[config.mk]
export PLATFORM = sky130hd
export DESIGN_NAME = tcc_ctrl
export DESIGN_NICKNAME = d
export VERILOG_FILES = /design/src/rtl/tcc_pkg.sv /design/src/rtl/tcc_ctrl.sv
export SDC_FILE = /design/constraint.sdc
export NUM_CORES = 1
export LEC_CHECK = 0
export ABC_AREA = 0
export BUFFER_PORTS_ARGS = -buffer_cell sky130_fd_sc_hd__buf_2
export CAP_MARGIN = 25
export CELL_PAD_IN_SITES_DETAIL_PLACEMENT = 1
export CELL_PAD_IN_SITES_GLOBAL_PLACEMENT = 2
export CORE_MARGIN = 2
export CORE_UTILIZATION = 27
export DETAILED_ROUTE_END_ITERATION = 12
export PLACE_DENSITY = 0.78
export SLEW_MARGIN = 30
export SYNTH_ARGS = -nofsm -noshare
export SYNTH_HDL_FRONTEND = slang
export SYNTH_SLANG_ARGS = --single-unit
[constraint.sdc]
create_clock -name clock -period 3.3 [get_ports clock]
set_input_delay 0.165 -clock clock [delete_from_list [all_inputs] [get_ports clock]]
set_output_delay 0.165 -clock clock [all_outputs]
set_load 0.03 [all_outputs]
[src/rtl/tcc_pkg.sv]
`timescale 1ns / 1ps
`default_nettype none

package tcc_pkg;

   // Field widths of the channels, fixed by the console's item format.
   localparam int KIND_W      = 2;
   localparam int CHAR_W      = 8;
   localparam int ADDR_IN_W   = 11;
   localparam int LOC_W       = 11;
   localparam int CELL_W      = 16;
   localparam int COLOUR_W    = 4;
   localparam int CSR_INDEX_W = 1;

   // Default screen geometry.
   localparam int COLUMNS_DEFAULT = 80;
   localparam int ROWS_DEFAULT    = 25;

   // Item kinds.
   localparam logic [KIND_W-1:0] KIND_CHAR  = 2'd0;
   localparam logic [KIND_W-1:0] KIND_CLEAR = 2'd1;
   localparam logic [KIND_W-1:0] KIND_READ  = 2'd2;

   // Configuration register indexes.
   localparam logic [CSR_INDEX_W-1:0] CSR_FORE_COLOUR = 1'd0;
   localparam logic [CSR_INDEX_W-1:0] CSR_BACK_COLOUR = 1'd1;

   // Character codes with a meaning of their own.
   localparam logic [CHAR_W-1:0] CH_BACKSPACE = 8'h08;
   localparam logic [CHAR_W-1:0] CH_TAB       = 8'h09;
   localparam logic [CHAR_W-1:0] CH_LF        = 8'h0A;
   localparam logic [CHAR_W-1:0] CH_CR        = 8'h0D;
   localparam logic [CHAR_W-1:0] CH_SPACE     = 8'h20;
   localparam logic [CHAR_W-1:0] CH_LAST_TEXT = 8'h7F;

   localparam int TAB_STOP = 8;

   // White space on black.
   localparam logic [CELL_W-1:0] BLANK_CELL = 16'h0F20;

   localparam logic [COLOUR_W-1:0] FORE_RESET = 4'hF;
   localparam logic [COLOUR_W-1:0] BACK_RESET = 4'h0;

   typedef enum logic [2:0] {
      ST_INIT,
      ST_IDLE,
      ST_EXEC,
      ST_COPY,
      ST_DRAIN,
      ST_BLANK_ROW,
      ST_CLEAR,
      ST_FINISH
   } state_type;

   typedef struct packed {
      logic capture;
      logic exec_char;
      logic read_cell;
      logic home;
      logic sweep_zero;
      logic sweep_bottom;
      logic sweep_blank;
      logic copy_step;
      logic load_rsp;
   } cmd_type;

   typedef struct packed {
      logic [KIND_W-1:0] kind;
      logic              scroll_needed;
      logic              sweep_last;
      logic              copy_last;
   } status_type;

endpackage

`default_nettype wire

[src/rtl/tcc_ctrl.sv]
`timescale 1ns / 1ps
`default_nettype none

module tcc_ctrl import tcc_pkg::*; (
   input  wire logic       clock,
   input  wire logic       reset,
   input  wire logic       req_valid,
   output logic            req_ready,
   output logic            rsp_valid,
   input  wire logic       rsp_ready,
   input  wire status_type status,
   output cmd_type         cmd
);

   state_type state_ff, state_in;
   logic      rsp_valid_ff, rsp_valid_in;
   logic      slot_free;

   assign slot_free = !rsp_valid_ff || rsp_ready;

   always_ff @(posedge clock) begin
      if (reset) begin
         state_ff     <= ST_INIT;
         rsp_valid_ff <= 1'b0;
      end else begin
         state_ff     <= state_in;
         rsp_valid_ff <= rsp_valid_in;
      end
   end

   assign rsp_valid_in = cmd.load_rsp || (rsp_valid_ff && !rsp_ready);
   assign rsp_valid    = rsp_valid_ff;

   // Next state.
   always_comb begin
      state_in = state_ff;
      unique case (state_ff)
         ST_INIT: begin
            if (status.sweep_last) state_in = ST_IDLE;
         end
         ST_IDLE: begin
            if (req_valid) state_in = ST_EXEC;
         end
         ST_EXEC: begin
            unique case (status.kind)
               KIND_CHAR: begin
                  if (status.scroll_needed) state_in = ST_COPY;
                  else if (slot_free)       state_in = ST_IDLE;
                  else                      state_in = ST_FINISH;
               end
               KIND_CLEAR: state_in = ST_CLEAR;
               KIND_READ:  state_in = ST_FINISH;
               default: begin
                  state_in = slot_free ? ST_IDLE : ST_FINISH;
               end
            endcase
         end
         ST_COPY: begin
            if (status.copy_last) state_in = ST_DRAIN;
         end
         ST_DRAIN: state_in = ST_BLANK_ROW;
         ST_BLANK_ROW, ST_CLEAR: begin
            if (status.sweep_last) state_in = ST_FINISH;
         end
         ST_FINISH: begin
            if (slot_free) state_in = ST_IDLE;
         end
         default: state_in = ST_INIT;
      endcase
   end

   // Outputs.
   always_comb begin
      cmd       = '0;
      req_ready = 1'b0;
      unique case (state_ff)
         ST_INIT: cmd.sweep_blank = 1'b1;
         ST_IDLE: begin
            req_ready   = 1'b1;
            cmd.capture = req_valid;
         end
         ST_EXEC: begin
            unique case (status.kind)
               KIND_CHAR: begin
                  cmd.exec_char = 1'b1;
                  if (status.scroll_needed) cmd.sweep_zero = 1'b1;
                  else                      cmd.load_rsp   = slot_free;
               end
               KIND_CLEAR: begin
                  cmd.home       = 1'b1;
                  cmd.sweep_zero = 1'b1;
               end
               KIND_READ: cmd.read_cell = 1'b1;
               default:   cmd.load_rsp  = slot_free;
            endcase
         end
         ST_COPY:                cmd.copy_step    = 1'b1;
         ST_DRAIN:               cmd.sweep_bottom = 1'b1;
         ST_BLANK_ROW, ST_CLEAR: cmd.sweep_blank  = 1'b1;
         ST_FINISH:              cmd.load_rsp     = slot_free;
         default: ;
      endcase
   end

`ifndef SYNTHESIS
   a_no_overwrite: assert property (@(posedge clock) disable iff (reset)
      cmd.load_rsp |-> (!rsp_valid_ff || rsp_ready))
      else $error("result loaded over an untaken beat");

   a_drain_after_copy: assert property (@(posedge clock) disable iff (reset)
      (state_ff == ST_DRAIN) |-> ($past(state_ff) == ST_COPY))
      else $error("drain entered without a copy pass");

   a_rsp_held: assert property (@(posedge clock) disable iff (reset)
      (rsp_valid_ff && !rsp_ready) |=> rsp_valid_ff)
      else $error("response beat withdrawn before it was taken");
`endif

endmodule

`default_nettype wire

==> flow_summary_export.csv <==
group,metric,value,unit
place,place_area,601.8,µm²
route,antenna_left,0,
synth,ys.flop_type,"dfxtp_1",
cts,cts_tree,"done",
cells_and_area,layout-drive-gt1-share,37.50,%
cts,hold_buffers,0,
power,pwr_density_cell,578.7,mW/mm²
timing,fin_crit_sh,52.65,%
timing,skew,0.004493,ns
cts,cts.sinks,4,
global_routing,gr-total-overflow,0,
cts,postCtsResizedCells,0,
worst_setup_path,slowest_delay,0.57,ns
worst_setup_path,critPathLaunchType,"register",
worst_setup_path,reg2reg_from,"state_ff[2]$_SDFFE_PP0P_",
die,rows,15,
cts,post-cts-setup-buffers,0,
power,combPwrFrac,55.3,%
timing,fin_tns_setup,0,ns
route,vias,503,
worst_setup_path,regToRegSetupSlack,1.68,ns
power,irDropWorstVdd,0.3339,mV
global_routing,grt_pass1_wl,1835,µm
worst_setup_path,ff2ff_path_depth,4,
worst_setup_path,worstSetupPathType,"reg -> out",
power,p_seq_share,27.7,%
timing,period_needed,1.737,ns
power,clkPwrFrac,17.0,%
worst_setup_path,end_kind,"primary output",
synth,ys_types,36,
worst_setup_path,cp_slowest_cell,"dfxtp_1",
place,io_buffers,19,
global_routing,grt_pass1_vias,438,
worst_setup_path,cp_cell_sequence,"nor3b_2 -> and2_1 -> a31o_1 -> buf_2",
worst_setup_path,timing.rr.end,"state_ff[0]$_SDFFE_PP0P_",
synth,synth_common_cells,"a21oi_1, ha_1, inv_1, and2_1, dfxtp_1",
worst_setup_path,crit_path_start,"state_ff[1]$_SDFFE_PP0P_",
route,routed_wl,1158,µm
worst_setup_path,cp_max_fo,14,
synth,synth.area.top_cells,"dfxtp_1, ha_1, a211oi_2",
timing,finalHoldViolCount,0,
power,netSwitchingPower,178.5,µW
die,core-area,0.001727,mm²
cells_and_area,antenna_cells,0,
power,swShare,49.39,%
worst_setup_path,crit_path_end,"cmd[4]",
die,fp.dieH,47,µm
die,dieArea,0.002209,mm²
timing,setup-violations-final,0,
synth,yosys.area.top_type,"dfxtp_1",
place,gp_congestion,0.7230,
timing,grt_setup_unrepaired,"no",
place,dp_hpwl,915.5,µm
place,post-place-ws,1.649,ns
cts,cts.clk_slew.worst_paths,0.04,ns
synth,syn_area_per_cell,8.184,µm²
timing,worstMarginPinSlew,0.5084,ns
synth,seq_area_frac_synth,16.04,%
run,cap_violations,0,
timing,relSlewSlack,66.06,%
synth,synthCells,61,
synth,yosysWarnings,0,
route,drc,0,
global_routing,antenna_found_initial,0,
global_routing,grt_use_total,11.79,%
route,drt_iter0_drc,5,
cells_and_area,nets,96,
timing,fmaxAchievable,0.5755,GHz
synth,async_flop_share,0,%
route,vias_per_cell,4.790,
timing,hold-worst-slack,0.1122,ns
synth,synth_nets,75,
cells_and_area,area_growth,25.06,%
synth,ys_ff_latch,4,
power,leakage,0.2959,nW
status,status,"complete, no violations",
cts,cts_root_buffer,"clkbuf_4",
route,post_drt_wl_per_cell,11.03,µm
power,power,361.3,µW
cells_and_area,final_cell_area,624.3,µm²
die,io_pins,20,
die,die_width,47,µm
worst_setup_path,arrival,1.57,ns
cts,htree_levels,1,
die,start_util,28.91,%
cts,cts_made_buffers,3,
route,drt-pass1-iter-count,4,
timing,setup_ws,1.563,ns
synth,netlist_area,499.2,µm²
timing,maxSlewViolCount,0,
synth,synth_top_area_share,16.04,%
global_routing,grt_max_degree,16,
worst_setup_path,cp.required,3.13,ns
cts,clockBufferDepth,2,
cts,clk_latency,0.24,ns
hold_path,hold_path_class,"in -> reg",
synth,synth_edf_count,0,
power,p_int,182.9,µW
[stage by stage]
stage,utilization [%],cells
after CTS,36.16,105
after detailed placement,34.86,102
after global routing,36.16,105
after global placement,34.86,102
final,36.16,105
after floorplan,-,61
[layout make-up]
class,count,area [µm²]
fill,229,1102
inverter,5,18.77
clock buffer,3,22.52
multi-input combinational,49,376.6
sequential,4,80.08
timing repair buffer,19,95.09
tap,25,31.28
[critical path: cells and delay by family, from the launching register on]
family,cells,cell delay (ns)
flops,1,0.57
compound gates,1,0.13
buf+inv,1,0.18
simple gates,2,0.45
[power by group through the flow]
stage | Combinational [mW] | Sequential (mW) | Clock (mW)
after floorplan | 0.191 | 0.0732 | 0
after global placement | 0.201 | 0.101 | 0
after detailed placement | 0.203 | 0.102 | 0
after CTS | 0.204 | 0.101 | 0.0652
after global routing | 0.220 | 0.106 | 0.0681
final | 0.200 | 0.100 | 0.0613
[logic make-up (layout without fill, tap and decap cells)]
| kind of cell | Yosys count | count (layout) | synth area share (%) |
|---|---|---|---|
| and+or+nand+nor | 23 | 23 | 29.57 |
| DFF | 4 | 4 | 16.04 |
| AOI/OAI and AO/OA | 18 | 18 | 27.57 |
| buffers and inverters | 8 | 27 | 8.521 |
| adders and majority gates | 5 | 5 | 12.53 |
| xor gates and xnor gates | 1 | 1 | 1.755 |
| muxes | 2 | 2 | 4.010 |
[sequential cells by signal, summed over array words and instances (netlist names)]
register,cells
rsp_valid,1
state_ff,3
[cells in the final DEF, fill, tap and decap left out, types with 2 or more instances in the layout]
| master | n |
|---|---|
| a211oi_2 | 2 |
| inv_1 | 5 |
| clkbuf_4 | 3 |
| dfxtp_1 | 4 |
| mux2i_1 | 2 |
| ha_1 | 5 |
| nand2b_1 | 2 |
| buf_2 | 19 |
| a21oi_1 | 5 |
| and2_1 | 4 |
| nor2_1 | 3 |
| nand2_1 | 3 |
[worst min path at each step]
| stage | cells past startpoint | start | endpoint |
|---|---|---|---|
| after detailed placement | 2 | reset | rsp_valid$_SDFF_PP0_ |
| final | 2 | reset | rsp_valid$_SDFF_PP0_ |
| after global routing | 2 | reset | rsp_valid$_SDFF_PP0_ |
| after floorplan | 1 | reset | rsp_valid$_SDFF_PP0_ |
| after CTS | 2 | reset | rsp_valid$_SDFF_PP0_ |
| after global placement | 2 | reset | rsp_valid$_SDFF_PP0_ |
[metal layers]
metal,GRT usage (%),wire length (µm)
met1,15.14,508
met5,0,0
met4,0,0
met2,19.18,588
met3,5.769,62
No activity file was read; power rests on OpenSTA's default activity.
